--- config.mk ---
export PLATFORM = sky130hd
export DESIGN_NAME = adaptive_operator_roulette_top
export DESIGN_NICKNAME = d
export VERILOG_FILES = /design/src/sv/aor_pkg.sv /design/src/sv/adaptive_operator_roulette_top.sv /design/src/sv/aor_div.sv
export SDC_FILE = /design/constraint.sdc
export NUM_CORES = 2
export LEC_CHECK = 0
export ABC_AREA = 1
export BUFFER_PORTS_ARGS = -buffer_cell sky130_fd_sc_hd__buf_2
export CORE_ASPECT_RATIO = 1.1
export CORE_MARGIN = 3
export CORE_UTILIZATION = 34
export CTS_BUF_LIST = sky130_fd_sc_hd__clkbuf_4 sky130_fd_sc_hd__clkbuf_8 sky130_fd_sc_hd__clkbuf_16
export DETAILED_ROUTE_END_ITERATION = 7
export PLACE_DENSITY = 0.58
export SLEW_MARGIN = 20
export SYNTH_ARGS = -nofsm -noshare
export SYNTH_HDL_FRONTEND = slang
export SYNTH_HIERARCHICAL = 1
export SYNTH_SLANG_ARGS = --single-unit
--- constraint.sdc ---
create_clock -name clk -period 22.7 [get_ports clk]
set_clock_uncertainty 0.15 [all_clocks]
set_input_delay 3.405 -clock clk [delete_from_list [all_inputs] [get_ports clk]]
set_output_delay 3.405 -clock clk [all_outputs]
set_load 0.01 [all_outputs]
--- src/sv/aor_pkg.sv ---
`default_nettype none
// ----------------------------------------------------------------------------
// aor_pkg
// Shared constants for the adaptive operator roulette block: default
// parameter values, register indexes and register reset values.
// ----------------------------------------------------------------------------
package aor_pkg;

  localparam int MAX_OPS_DEF    = 4;
  localparam int WEIGHT_FRAC_DEF = 16;
  localparam int COUNT_BITS_DEF = 16;

  // Configuration register indexes.
  localparam logic [2:0] REG_OPS_IN_USE   = 3'd0;
  localparam logic [2:0] REG_INIT_W0      = 3'd1;
  localparam logic [2:0] REG_INIT_W1      = 3'd2;
  localparam logic [2:0] REG_INIT_W2      = 3'd3;
  localparam logic [2:0] REG_INIT_W3      = 3'd4;
  localparam logic [2:0] REG_ADAPT_PERIOD = 3'd5;
  localparam logic [2:0] REG_ADAPT_FACTOR = 3'd6;

  // Register reset values.
  localparam logic [2:0]  OPS_RST    = 3'd4;
  localparam logic [15:0] INIT_W_RST = 16'd1;
  localparam logic [15:0] PERIOD_RST = 16'd20;
  localparam logic [15:0] FACTOR_RST = 16'd58982;

endpackage
`default_nettype wire

--- src/sv/adaptive_operator_roulette_top.sv ---
`default_nettype none
// ----------------------------------------------------------------------------
// adaptive_operator_roulette_top
// Roulette-wheel operator selection with success-driven weight adaptation.
// ----------------------------------------------------------------------------
// Sequence: a select item scans the wheel before its result; the first select
// before that loads the initial weights and normalizes them, one division per
// operator. An outcome item updates the counts and, when it adapts, compares
// the success ratios, scales the weights by the factor and renormalizes them.
// Throughput: one item at a time; in_tready is high only in idle, and a result
// the receiver has not taken holds the block in its last step.
// Reset (synchronous, rst_n low) clears counts, state and registers to their
// defaults; weights are undefined until the first select loads them.
module adaptive_operator_roulette_top #(
  parameter int MAX_OPS          = aor_pkg::MAX_OPS_DEF,
  parameter int WEIGHT_FRAC_BITS = aor_pkg::WEIGHT_FRAC_DEF,
  parameter int COUNT_BITS       = aor_pkg::COUNT_BITS_DEF
) (
  input  wire logic        clk,
  input  wire logic        rst_n,
  // Input channel.
  input  wire logic        in_tvalid,
  output logic             in_tready,
  input  wire logic [23:0] in_tdata,   // [15:0] random_draw, [16] improved
  input  wire logic        in_tuser,   // [0] op
  // Result channel.
  output logic             out_tvalid,
  input  wire logic        out_tready,
  output logic [7:0]       out_tdata,  // [1:0] chosen_operator, [2] adapted,
                                       // [4:3] partner_operator
  // Configuration port.
  input  wire logic        cfg_we,
  input  wire logic [2:0]  cfg_addr,
  input  wire logic [15:0] cfg_wdata
);

  localparam int F   = WEIGHT_FRAC_BITS;
  localparam int C   = COUNT_BITS;
  localparam int IW  = $clog2(MAX_OPS);
  localparam int WB  = F + 2;                      // normalized weight width
  localparam int RW  = (WB > 16) ? WB : 16;        // raw weight storage width
  localparam int SW  = RW + 2;                     // sum of all weights
  localparam int DW  = SW;                         // divisor width
  localparam int NW  = ((RW + F) > (WB + 16)) ? (RW + F) : (WB + 16);
  localparam int XW  = F + 18;                     // scan accumulator width
  localparam int MA  = (C > RW) ? C : RW;
  localparam int MB  = (C > 16) ? C : 16;
  localparam int PW  = MA + MB;
  localparam int PC  = (C > 16) ? C : 16;
  localparam logic [WB-1:0] WMAX = '1;
  localparam logic [C-1:0]  CMAX = '1;
  localparam int unsigned SH1 = (2 ** F) / 1;
  localparam int unsigned SH2 = (2 ** F) / 2;
  localparam int unsigned SH3 = (2 ** F) / 3;
  localparam int unsigned SH4 = (2 ** F) / 4;

  typedef enum logic [3:0] {
    S_IDLE, S_LOAD, S_RN_SUM, S_RN_DIV, S_RN_WAIT, S_SCAN, S_UPD, S_PART,
    S_MUL1, S_MUL2, S_DEC, S_SC, S_SC_WAIT, S_DONE
  } state_t;

  typedef enum logic [1:0] {ACT_NONE, ACT_MUL, ACT_DIV} act_t;

  // Configuration registers.
  logic [2:0]  ops_r;
  logic [15:0] initw_r [4];
  logic [15:0] period_r;
  logic [15:0] factor_r;

  // Block state.
  state_t        state_r;
  logic          ready_r;
  logic [RW-1:0] w_r    [MAX_OPS];
  logic [C-1:0]  succ_r [MAX_OPS];
  logic [C-1:0]  use_r  [MAX_OPS];
  logic [IW-1:0] last_r;

  // Working registers for the item in progress.
  logic          op_r;
  logic [15:0]   draw_r;
  logic          imp_r;
  logic [IW-1:0] idx_r;
  logic [IW-1:0] o_r;
  logic          k_r;
  logic [SW-1:0] sum_r;
  logic [XW-1:0] acc_r;
  logic [PW-1:0] lt_r;
  logic [PW-1:0] lo_r;
  logic [RW-1:0] wt_r;
  act_t          act_t_r;
  act_t          act_o_r;
  logic [1:0]    res_ch_r;
  logic          res_ad_r;
  logic [1:0]    res_pa_r;
  logic          out_valid_r;
  logic [7:0]    out_data_r;

  // Configuration write.
  always_ff @(posedge clk) begin
    if (!rst_n) begin
      ops_r      <= aor_pkg::OPS_RST;
      initw_r[0] <= aor_pkg::INIT_W_RST;
      initw_r[1] <= aor_pkg::INIT_W_RST;
      initw_r[2] <= aor_pkg::INIT_W_RST;
      initw_r[3] <= aor_pkg::INIT_W_RST;
      period_r   <= aor_pkg::PERIOD_RST;
      factor_r   <= aor_pkg::FACTOR_RST;
    end else if (cfg_we) begin
      case (cfg_addr)
        aor_pkg::REG_OPS_IN_USE:   ops_r      <= cfg_wdata[2:0];
        aor_pkg::REG_INIT_W0:      initw_r[0] <= cfg_wdata;
        aor_pkg::REG_INIT_W1:      initw_r[1] <= cfg_wdata;
        aor_pkg::REG_INIT_W2:      initw_r[2] <= cfg_wdata;
        aor_pkg::REG_INIT_W3:      initw_r[3] <= cfg_wdata;
        aor_pkg::REG_ADAPT_PERIOD: period_r   <= cfg_wdata;
        aor_pkg::REG_ADAPT_FACTOR: factor_r   <= cfg_wdata;
        default: ;
      endcase
    end
  end

  // Effective operator count, period and factor: zero and overlarge
  // settings are folded into the legal range.
  logic [2:0]  n_w;
  logic [15:0] period_w;
  logic [15:0] f_w;

  always_comb begin
    if (ops_r == 3'd0) begin
      n_w = 3'd1;
    end else if (ops_r > 3'(MAX_OPS)) begin
      n_w = 3'(MAX_OPS);
    end else begin
      n_w = ops_r;
    end
  end

  assign period_w = (period_r == 16'd0) ? 16'd1 : period_r;
  assign f_w      = (factor_r == 16'd0) ? 16'd1 : factor_r;

  logic [RW-1:0] share_w;

  always_comb begin
    case (n_w)
      3'd1:    share_w = RW'(SH1);
      3'd2:    share_w = RW'(SH2);
      3'd3:    share_w = RW'(SH3);
      default: share_w = RW'(SH4);
    endcase
  end

  // The operator currently charged and the one being scaled.
  logic [IW-1:0] t_w;
  logic [IW-1:0] cur_w;
  act_t          act_w;

  assign t_w   = last_r;
  assign cur_w = k_r ? o_r : t_w;
  assign act_w = k_r ? act_o_r : act_t_r;

  // Single read port on the weight file, steered by the sequencer.
  logic [IW-1:0] w_idx;
  logic [RW-1:0] w_rd;

  always_comb begin
    case (state_r)
      S_MUL1:            w_idx = t_w;
      S_DEC:             w_idx = o_r;
      S_SC, S_SC_WAIT:   w_idx = cur_w;
      default:           w_idx = idx_r;
    endcase
  end

  assign w_rd = w_r[w_idx];

  // Count read ports for the cross-multiplication.
  logic [IW-1:0] cs_idx;
  logic [IW-1:0] cu_idx;
  logic [C-1:0]  succ_rd;
  logic [C-1:0]  use_rd;

  assign cs_idx  = (state_r == S_MUL1) ? t_w : o_r;
  assign cu_idx  = (state_r == S_MUL1) ? o_r : t_w;
  assign succ_rd = succ_r[cs_idx];
  assign use_rd  = use_r[cu_idx];

  // Shared multiplier: success ratios while comparing, weight times factor
  // while scaling.
  logic [MA-1:0] mul_a;
  logic [MB-1:0] mul_b;
  logic [PW-1:0] prod_w;
  logic          cmp_phase;

  assign cmp_phase = (state_r == S_MUL1) || (state_r == S_MUL2);
  assign mul_a     = cmp_phase ? MA'(succ_rd) : MA'(w_rd);
  assign mul_b     = cmp_phase ? MB'(use_rd) : MB'(f_w);
  assign prod_w    = PW'(mul_a) * PW'(mul_b);

  // Shared divider.
  logic          div_start;
  logic [NW-1:0] div_num;
  logic [DW-1:0] div_den;
  logic          div_done;
  logic [NW-1:0] div_quo;
  logic [WB-1:0] quo_sat;

  assign div_start = (state_r == S_RN_DIV) || ((state_r == S_SC) && (act_w == ACT_DIV));
  assign div_num   = (state_r == S_RN_DIV) ? (NW'(w_rd) << F) : (NW'(w_rd) << 16);
  assign div_den   = (state_r == S_RN_DIV) ? sum_r : DW'(f_w);
  assign quo_sat   = (div_quo > NW'(WMAX)) ? WMAX : div_quo[WB-1:0];

  aor_div #(
    .NW(NW),
    .DW(DW)
  ) u_div (
    .clk  (clk),
    .rst_n(rst_n),
    .start(div_start),
    .num  (div_num),
    .den  (div_den),
    .done (div_done),
    .quo  (div_quo)
  );

  // Sum of all weights for normalization.
  logic [SW-1:0] sum_w;

  always_comb begin
    sum_w = '0;
    for (int i = 0; i < MAX_OPS; i++) begin
      sum_w = sum_w + SW'(w_r[i]);
    end
  end

  // Draw moved from Q0.16 to F fraction bits, and the scan step.
  logic [F+15:0] dfull;
  logic [XW-1:0] acc_nxt;
  logic          hit;
  logic          last_op;

  assign dfull   = {draw_r, {F{1'b0}}};
  assign acc_nxt = acc_r + XW'(w_rd);
  assign hit     = XW'(dfull[F+15:16]) <= acc_nxt;
  assign last_op = (3'(idx_r) == (n_w - 3'd1));

  // Partner search: lowest operator in use, other than the charged one,
  // that has reached the period.
  logic          part_found;
  logic [IW-1:0] part_idx;

  always_comb begin
    part_found = 1'b0;
    part_idx   = '0;
    for (int i = MAX_OPS - 1; i >= 0; i--) begin
      if ((i < int'(n_w)) && (IW'(i) != t_w) &&
          (PC'(use_r[i]) >= PC'(period_w))) begin
        part_found = 1'b1;
        part_idx   = IW'(i);
      end
    end
  end

  logic t_ready_w;
  assign t_ready_w = PC'(use_r[t_w]) >= PC'(period_w);

  assign in_tready  = (state_r == S_IDLE);
  assign out_tvalid = out_valid_r;
  assign out_tdata  = out_data_r;

  // Sequencer.
  always_ff @(posedge clk) begin
    if (!rst_n) begin
      state_r     <= S_IDLE;
      ready_r     <= 1'b0;
      last_r      <= '0;
      out_valid_r <= 1'b0;
      for (int i = 0; i < MAX_OPS; i++) begin
        succ_r[i] <= '0;
        use_r[i]  <= '0;
      end
    end else begin
      // The done step sets the valid flag itself when it loads a new result.
      if (out_valid_r && out_tready && (state_r != S_DONE)) begin
        out_valid_r <= 1'b0;
      end
      case (state_r)
        S_IDLE: begin
          if (in_tvalid) begin
            op_r     <= in_tuser;
            draw_r   <= in_tdata[15:0];
            imp_r    <= in_tdata[16];
            idx_r    <= '0;
            acc_r    <= '0;
            res_ch_r <= 2'(last_r);
            res_ad_r <= 1'b0;
            res_pa_r <= 2'd0;
            if (!in_tuser) begin
              state_r <= ready_r ? S_SCAN : S_LOAD;
            end else begin
              // An outcome before any select changes nothing.
              state_r <= ready_r ? S_UPD : S_DONE;
            end
          end
        end

        S_LOAD: begin
          for (int i = 0; i < MAX_OPS; i++) begin
            w_r[i]    <= (i < int'(n_w)) ? RW'(initw_r[i % 4]) : '0;
            succ_r[i] <= '0;
            use_r[i]  <= '0;
          end
          ready_r <= 1'b1;
          state_r <= S_RN_SUM;
        end

        S_RN_SUM: begin
          idx_r <= '0;
          sum_r <= sum_w;
          if (sum_w == '0) begin
            // Every weight zero: equal shares among operators in use.
            for (int i = 0; i < MAX_OPS; i++) begin
              w_r[i] <= (i < int'(n_w)) ? share_w : '0;
            end
            acc_r   <= '0;
            state_r <= op_r ? S_DONE : S_SCAN;
          end else begin
            state_r <= S_RN_DIV;
          end
        end

        S_RN_DIV: begin
          state_r <= S_RN_WAIT;
        end

        S_RN_WAIT: begin
          if (div_done) begin
            w_r[idx_r] <= div_quo[RW-1:0];
            if (idx_r == IW'(MAX_OPS - 1)) begin
              idx_r   <= '0;
              acc_r   <= '0;
              state_r <= op_r ? S_DONE : S_SCAN;
            end else begin
              idx_r   <= idx_r + 1'b1;
              state_r <= S_RN_DIV;
            end
          end
        end

        S_SCAN: begin
          acc_r <= acc_nxt;
          // The last operator in use takes the draw if the sums fall short.
          if (hit || last_op) begin
            last_r   <= idx_r;
            res_ch_r <= 2'(idx_r);
            state_r  <= S_DONE;
          end else begin
            idx_r <= idx_r + 1'b1;
          end
        end

        S_UPD: begin
          if (use_r[t_w] != CMAX) begin
            use_r[t_w] <= use_r[t_w] + 1'b1;
          end
          if (imp_r && (succ_r[t_w] != CMAX)) begin
            succ_r[t_w] <= succ_r[t_w] + 1'b1;
          end
          state_r <= S_PART;
        end

        S_PART: begin
          if (t_ready_w && part_found) begin
            o_r     <= part_idx;
            state_r <= S_MUL1;
          end else begin
            state_r <= S_DONE;
          end
        end

        S_MUL1: begin
          lt_r    <= prod_w;
          wt_r    <= w_rd;
          state_r <= S_MUL2;
        end

        S_MUL2: begin
          lo_r    <= prod_w;
          state_r <= S_DEC;
        end

        S_DEC: begin
          // The better ratio is divided by the factor, the worse multiplied;
          // on a tie in ratio only the larger weight shrinks.
          if (lt_r > lo_r) begin
            act_t_r <= ACT_DIV;
            act_o_r <= ACT_MUL;
          end else if (lt_r < lo_r) begin
            act_t_r <= ACT_MUL;
            act_o_r <= ACT_DIV;
          end else if (wt_r > w_rd) begin
            act_t_r <= ACT_MUL;
            act_o_r <= ACT_NONE;
          end else if (wt_r < w_rd) begin
            act_t_r <= ACT_NONE;
            act_o_r <= ACT_MUL;
          end else begin
            act_t_r <= ACT_NONE;
            act_o_r <= ACT_NONE;
          end
          k_r     <= 1'b0;
          state_r <= S_SC;
        end

        S_SC: begin
          case (act_w)
            ACT_DIV: state_r <= S_SC_WAIT;
            ACT_MUL: begin
              w_r[cur_w] <= prod_w[16 +: RW];
            end
            default: ;
          endcase
          if (act_w != ACT_DIV) begin
            if (k_r) begin
              succ_r[t_w] <= '0;
              succ_r[o_r] <= '0;
              use_r[t_w]  <= '0;
              use_r[o_r]  <= '0;
              res_ad_r    <= 1'b1;
              res_pa_r    <= 2'(o_r);
              state_r     <= S_RN_SUM;
            end else begin
              k_r <= 1'b1;
            end
          end
        end

        S_SC_WAIT: begin
          if (div_done) begin
            w_r[cur_w] <= RW'(quo_sat);
            if (k_r) begin
              succ_r[t_w] <= '0;
              succ_r[o_r] <= '0;
              use_r[t_w]  <= '0;
              use_r[o_r]  <= '0;
              res_ad_r    <= 1'b1;
              res_pa_r    <= 2'(o_r);
              state_r     <= S_RN_SUM;
            end else begin
              k_r     <= 1'b1;
              state_r <= S_SC;
            end
          end
        end

        S_DONE: begin
          // Hand the result to the output register once it is free.
          if (!out_valid_r || out_tready) begin
            out_valid_r <= 1'b1;
            out_data_r  <= {3'b000, res_pa_r, res_ad_r, res_ch_r};
            state_r     <= S_IDLE;
          end
        end

        default: state_r <= S_IDLE;
      endcase
    end
  end

endmodule
`default_nettype wire

--- src/sv/aor_div.sv ---
`default_nettype none
// ----------------------------------------------------------------------------
// aor_div
// Restoring unsigned divider, one quotient bit per cycle, shared by the
// weight normalization and the factor division.
// ----------------------------------------------------------------------------
module aor_div #(
  parameter int NW = 42,
  parameter int DW = 20
) (
  input  wire logic          clk,
  input  wire logic          rst_n,
  input  wire logic          start,
  input  wire logic [NW-1:0] num,
  input  wire logic [DW-1:0] den,
  output logic               done,
  output logic [NW-1:0]      quo
);

  localparam int CW = $clog2(NW + 1);

  logic [DW-1:0] rem_r;
  logic [DW-1:0] den_r;
  logic [CW-1:0] cnt_r;
  logic          busy_r;
  logic          done_r;
  logic [NW-1:0] q_r;
  logic [DW:0]   shifted;
  logic [DW:0]   trial;

  assign shifted = {rem_r, q_r[NW-1]};
  assign trial   = shifted - {1'b0, den_r};
  assign done    = done_r;
  assign quo     = q_r;

  always_ff @(posedge clk) begin
    if (!rst_n) begin
      busy_r <= 1'b0;
      done_r <= 1'b0;
      cnt_r  <= '0;
    end else begin
      done_r <= 1'b0;
      if (start) begin
        busy_r <= 1'b1;
        cnt_r  <= CW'(NW);
        rem_r  <= '0;
        q_r    <= num;
        den_r  <= den;
      end else if (busy_r) begin
        // A set top bit means the trial subtraction went negative.
        if (!trial[DW]) begin
          rem_r <= trial[DW-1:0];
        end else begin
          rem_r <= shifted[DW-1:0];
        end
        q_r   <= {q_r[NW-2:0], ~trial[DW]};
        cnt_r <= cnt_r - 1'b1;
        if (cnt_r == CW'(1)) begin
          busy_r <= 1'b0;
          done_r <= 1'b1;
        end
      end
    end
  end

endmodule
`default_nettype wire

Word level (Yosys, flattened, before mapping)
Memories as Yosys holds them, arrays and structs flattened. A register that Yosys moved wholly into a read port is not among the register bits.
Index checks and enable logic that the tools add are counted.

word-level totals
  register bits after elaboration = 302
  RAM bits = 264
  input port bits = 49
  output and inout port bits = 10
  logic and storage cells = 379
  memories kept = 4

operators by class
  add/subtract/negate cells = 10
  multiply operators = 1
  order comparisons = 16
  eq/ne operators = 43
  multiplexer cells = 186
  bitwise operators = 26
  reductions and logical operators = 59

memories
  memory   words  width  rd ports  clocked after Yosys merged registers in  wr ports  RTL line                              source
  w_r      4      18     5         0                                        4         adaptive_operator_roulette_top.sv:73  logic [RW-1:0] w_r [MAX_OPS];
  initw_r  4      16     4         0                                        4         adaptive_operator_roulette_top.sv:66  logic [15:0] initw_r [4];
  succ_r   4      16     2         1                                        4         adaptive_operator_roulette_top.sv:74  logic [C-1:0] succ_r [MAX_OPS];
  use_r    4      16     6         1                                        4         adaptive_operator_roulette_top.sv:75  logic [C-1:0] use_r [MAX_OPS];

operators with widths
  operator                 count
  $mux W16                 30
  $mux W18                 13
  $mux W34                 6
  $pmux W34 S4             1
  $ge A16 B16 Y1           5
  $mux W1                  80
  $reduce_or A16 Y1        4
  $mux W4                  14
  $pmux W4 S14             1
  $mux W2                  26
  $pmux W17 S3             1
  $mux W20                 2
  $reduce_or A18 Y1        2
  $add A34 B18 Y34         1
  $gt A34 B18 Y1 const B   1
  $gt A34 B34 Y1           1
  $le A16 B34 Y1           1
  $lt A34 B34 Y1           1
  $mul A18 B16 Y34         1
  $add A16 B1 Y16 const B  2
  $logic_not A16 Y1        2
  $ne A16 B16 Y1 const B   2
  $eq A4 B4 Y1 const B     6
  $or A1 B1 Y1             23
  other kinds (50)         115

Logic depth before layout (Yosys ltp)
  depth in word-level cells = 13
  depth in mapped cells = 42
  depth with buffers taken out = 40

By module
Netlist, hierarchy kept.

modules (own cells, without submodules)
  module                          times used  cells an instance  area an instance (um^2)  sequential area each (um^2)
  adaptive_operator_roulette_top  1           4957               39696.8                  12862.3
  aor_div                         1           615                4828.4                   2382.3

Worst setup path before layout
OpenSTA, ideal clock, no wires.

  kind = reg-to-reg
  start = reg state_r[1]
  end = mem w_r[2][13] (netlist name) (data pin)
  setup time = 0.269 ns
  arrival time = 7.161 ns
  required time = 22.281 ns
  path slack = 15.120 ns
  stages on the path, launching flop included = 38
  buffers on the path = 1
  clock period less this slack = 7.580 ns
  cells stage by stage = dfxtp_1 nor2_1 inv_2 nor2_2 nor2_4 inv_2 a21oi_2 nand2_1 nand3_2 inv_2 clkbuf_1 nand2_1 a22oi_1 or2_2 nand2_1 inv_1 nand2_1 fa_1 [2 not listed] fa_1 fa_1 fa_1 inv_1 fa_1 inv_1 ha_1 nand2_1 nor2_1 inv_1 nor3_1 nand3_1 o2111ai_1 a21oi_1 xnor2_1 or2_2 nand3_1 o21ai_0

RTL lines
  what                    RTL line                               source
  from (decl)             adaptive_operator_roulette_top.sv:71   state_t state_r;
  from (signal assigned)  adaptive_operator_roulette_top.sv:298  state_r <= ready_r ? S_SCAN : S_LOAD;
  from (signal assigned)  adaptive_operator_roulette_top.sv:301  state_r <= ready_r ? S_UPD : S_DONE;
  from (signal assigned)  adaptive_operator_roulette_top.sv:325  state_r <= op_r ? S_DONE : S_SCAN;
  to (decl)               adaptive_operator_roulette_top.sv:73

==> impl_results.md <==
* Slew at the pin closest to its max-slew limit at 1.15 ns
* Residual DRC count at 0
* DRC violation total after the first TritonRoute iteration at 3,044
* Vias per Instance at 5.14
* Clock latency on the worst-skew pair at 0.68 ns
* First-pass GRT wire length at 223,000 um
* Count of TritonRoute iterations in the first routing pass at 8
* Chip height at 386 um
* Worst-path clk slew at 0.06 ns
* Summed negative setup slack over all endpoints at 0 ns
* Result of the run: completed
* RSZ-0062 raised after global routing: no
* H-tree depth at 3
* Peak Freq at 94.4 MHz
* Initial standard-cell utilization of the core at 34.4%
* Vias after detailed routing at 37,641
* Number of antenna violations at the first check in global routing at 7
* Hold violation count in the final report at 0
* Pin count of the biggest net entering global routing at 65
* Cts repair resizes at 0
* Final ANT Viol Nets at 0
* CTS buffer count at 66
* Number of synthesized register bits at 568
* # Max-Cap Violations at 0
* Syn Std Cell Area at 44,500 um^2
* Max-slew headroom at 22.3%
* Buffers plus inverters on the worst setup path at 9
* Std-Cell Core Area at 129,000 um^2
* Area growth, synth to finish at 9.52%
* Distinct cell type count of the synthesized netlist at 72
* Stage delay of the slowest cell on the critical path at 0.74 ns
* Number of setup buffers added after CTS at 0
* Die ar. at 135,000 um^2
* Endpoint arrival time on the critical path at 10.84 ns
* Yosys Warn Count at 6
* Final Cycle Share at 46.7%
* Worst Setup Path Type: reg2reg
* Root buf cell: sky130_fd_sc_hd__clkbuf_16
* Depth of the worst register-to-register path at 35
* Largest fanout of any net on the critical path at 37
* Global placement routability congestion at 0.919
* Top-Level Pins at 59
* Total length of routed wires at 147,000 um
* Slowest stage cell, crit path: sky130_fd_sc_hd__a32oi_2
* Count of flip-flops with a built-in enable after synthesis at 387
* TritonCTS clock tree: done
* Number of cells produced by synthesis at 5,572
* Part of the Yosys area used for sequential elements at 34.2%
* Number of global-route vias before repair at 36,722
* Post-synthesis average cell area at 7.99 um^2
* Total routing usage reported by global routing at 21.8%
* Sum of overflow across all layers after global routing at 0
* Data required time at the worst endpoint at 22.94 ns
* Final min period at 10.60 ns
* Bufs on Longest Clock Path at 3
* Pins over their slew limit at 0
* Kind of end point of the critical path: flip-flop
* Share of layout cells above drive strength 1 at 7.85%
* Cell family contributing the most delay on the critical path: adder cells
* Flip-flop cell with the highest count after synthesis: sky130_fd_sc_hd__edfxtp_1
* Kind of launch point of the worst setup path: flip-flop
* Clock sink total at 568
* Number of stages on the worst setup path at 35
* Port bufs at 48
* # setup viols final at 0
* Average wire per standard cell at 20.1 um
* Hold bufs inserted after CTS at 0
* Share of async-settable or async-resettable flops after synthesis at 0%
* Dpl hpwl at 110,000 um
* Number of rows in the core area at 138
* Final #Nets at 6,221
* Worst hold-check path type: reg2reg
* Hold Crit Depth at 2
* Die span in x at 351 um
-- synthesized netlist by cell type, drive strengths merged, types with 6 or more instances --
master | n | area share, %
nand2 | 1410 | 12
inv | 841 | 7.1
nor2 | 632 | 5.7
edfxtp | 387 | 26
a21oi | 384 | 4.3
ha | 319 | 9.0
nand3 | 280 | 3.2
fa | 260 | 12
o21ai | 215 | 2.5
dfxtp | 181 | 8.1
or2 | 95 | 1.3
buf | 91 | 1.3
clkbuf | 83 | 0.74
nand4 | 56 | 0.79
o211ai | 46 | 0.78
nor3 | 44 | 0.51
xor2 | 33 | 0.65
xnor2 | 32 | 0.63
nor4 | 23 | 0.32
a32oi | 20 | 0.63
o21bai | 18 | 0.31
mux2 | 15 | 0.38
nand3b | 15 | 0.25
o311ai | 12 | 0.24
a211oi | 10 | 0.18
o21a | 10 | 0.17
o22ai | 8 | 0.13
a21o | 6 | 0.10
nor3b | 6 | 0.10
-- flip-flops by register name, indices dropped and copies added, names as in the netlist, 34 cells and up, named ones only --
signal     count
succ_r        64
w_r           72
u_div/quo     34
lt_r          34
acc_r         34
lo_r          34
use_r         64
initw_r       64
-- tightest hold or removal path: cells and delay by family (launching register included) --
family	cells	cell delay [ns]
flops	1	0.31
compound gates	1	0.05
simple gates	1	0.06
-- worst paths after layout --
check                                               start                        end  slack [ns]
worst min-delay path            succ_r[3][8]$_SDFFE_PP0P_  succ_r[3][8]$_SDFFE_PP0P_        0.31
worst max-delay path              state_r[1]$_SDFFE_PN0P_        w_r[2][4]$_DFFE_PP_       12.10
worst max register to register    state_r[1]$_SDFFE_PN0P_        w_r[2][4]$_DFFE_PP_       12.10
worst min register to register  succ_r[3][8]$_SDFFE_PP0P_  succ_r[3][8]$_SDFFE_PP0P_        0.31
-- per-layer routing --
layer  wire length [um]  global-route usage [%]
met5                 11                       0
met4               7220                    9.88
met3              11200                    4.03
met2              68500                    36.4
met1              60200                    27.4
-- stage by stage --
step / std cells / utilization (%) / cell area, um^2 / worst slack (ns) / hold WS [ns]
5_1_grt: 7324 / 37.7 / 48800 / 11.62 / 0.327
3_5_place_dp: 7205 / 36.0 / 46600 / 12.16 / 0.299
6_report: 7326 / 37.7 / 48800 / 12.10 / 0.313
4_1_cts: 7324 / 37.7 / 48800 / 12.13 / 0.312
2_1_floorplan: 5590 / - / 44600 / 15.12 / 0.250
3_3_place_gp: 7205 / 36.0 / 46600 / 12.24 / 0.299
-- kinds of logic after synthesis --
logic type | share of synthesized area [%]
DFF | 34.2
muxes | 0.424
buffers and inverters | 9.19
adders and majority gates | 20.7
other | 0.00842
xor gates and xnor gates | 1.28
and+or+nand+nor | 24.3
AOI/OAI and AO/OA | 9.88
-- area by class of cell --
cell class | instances | area, um^2
Clock buffer | 77 | 1740
Antenna cell | 2 | 5.00
Inverter | 844 | 3180
Fill cell | 13299 | 80600
Timing Repair Buffer | 109 | 698
Tap cell | 1680 | 2100
Multi-Input combinational cell | 4004 | 25300
Clock inverter | 42 | 464
Sequential cell | 568 | 15200
-- cells in the final DEF, fill, tap and decap left out, drive strengths merged, types with 8 or more instances in the layout --
| cell type | synthesis | final |
|---|---|---|
| o21bai | 18 | 18 |
| conb | 1 | 19 |
| a32oi | 20 | 20 |
| o22ai | 8 | 8 |
| nand3 | 280 | 280 |
| nand3b | 15 | 15 |
| edfxtp | 387 | 387 |
| fa | 260 | 260 |
| ha | 319 | 319 |
| or2 | 95 | 95 |
| o21ai | 215 | 215 |
| clkinv | 3 | 29 |
| nand2 | 1410 | 1410 |
| dfxtp | 181 | 181 |
| nor2 | 632 | 632 |
| mux2 | 15 | 15 |
| o211ai | 46 | 46 |
| clkbuf | 83 | 77 |
| nand4 | 56 | 56 |
| buf | 91 | 109 |
| a21oi | 384 | 384 |
| o311ai | 12 | 12 |
| o21a | 10 | 10 |
| inv | 841 | 848 |
| xnor2 | 32 | 32 |
| a211oi | 10 | 10 |
| nor3 | 44 | 44 |
| nor4 | 23 | 23 |
| xor2 | 33 | 33 |
Power is not shown: default switching activity piles up to over one toggle a cycle in this logic, so the estimate is an artifact.
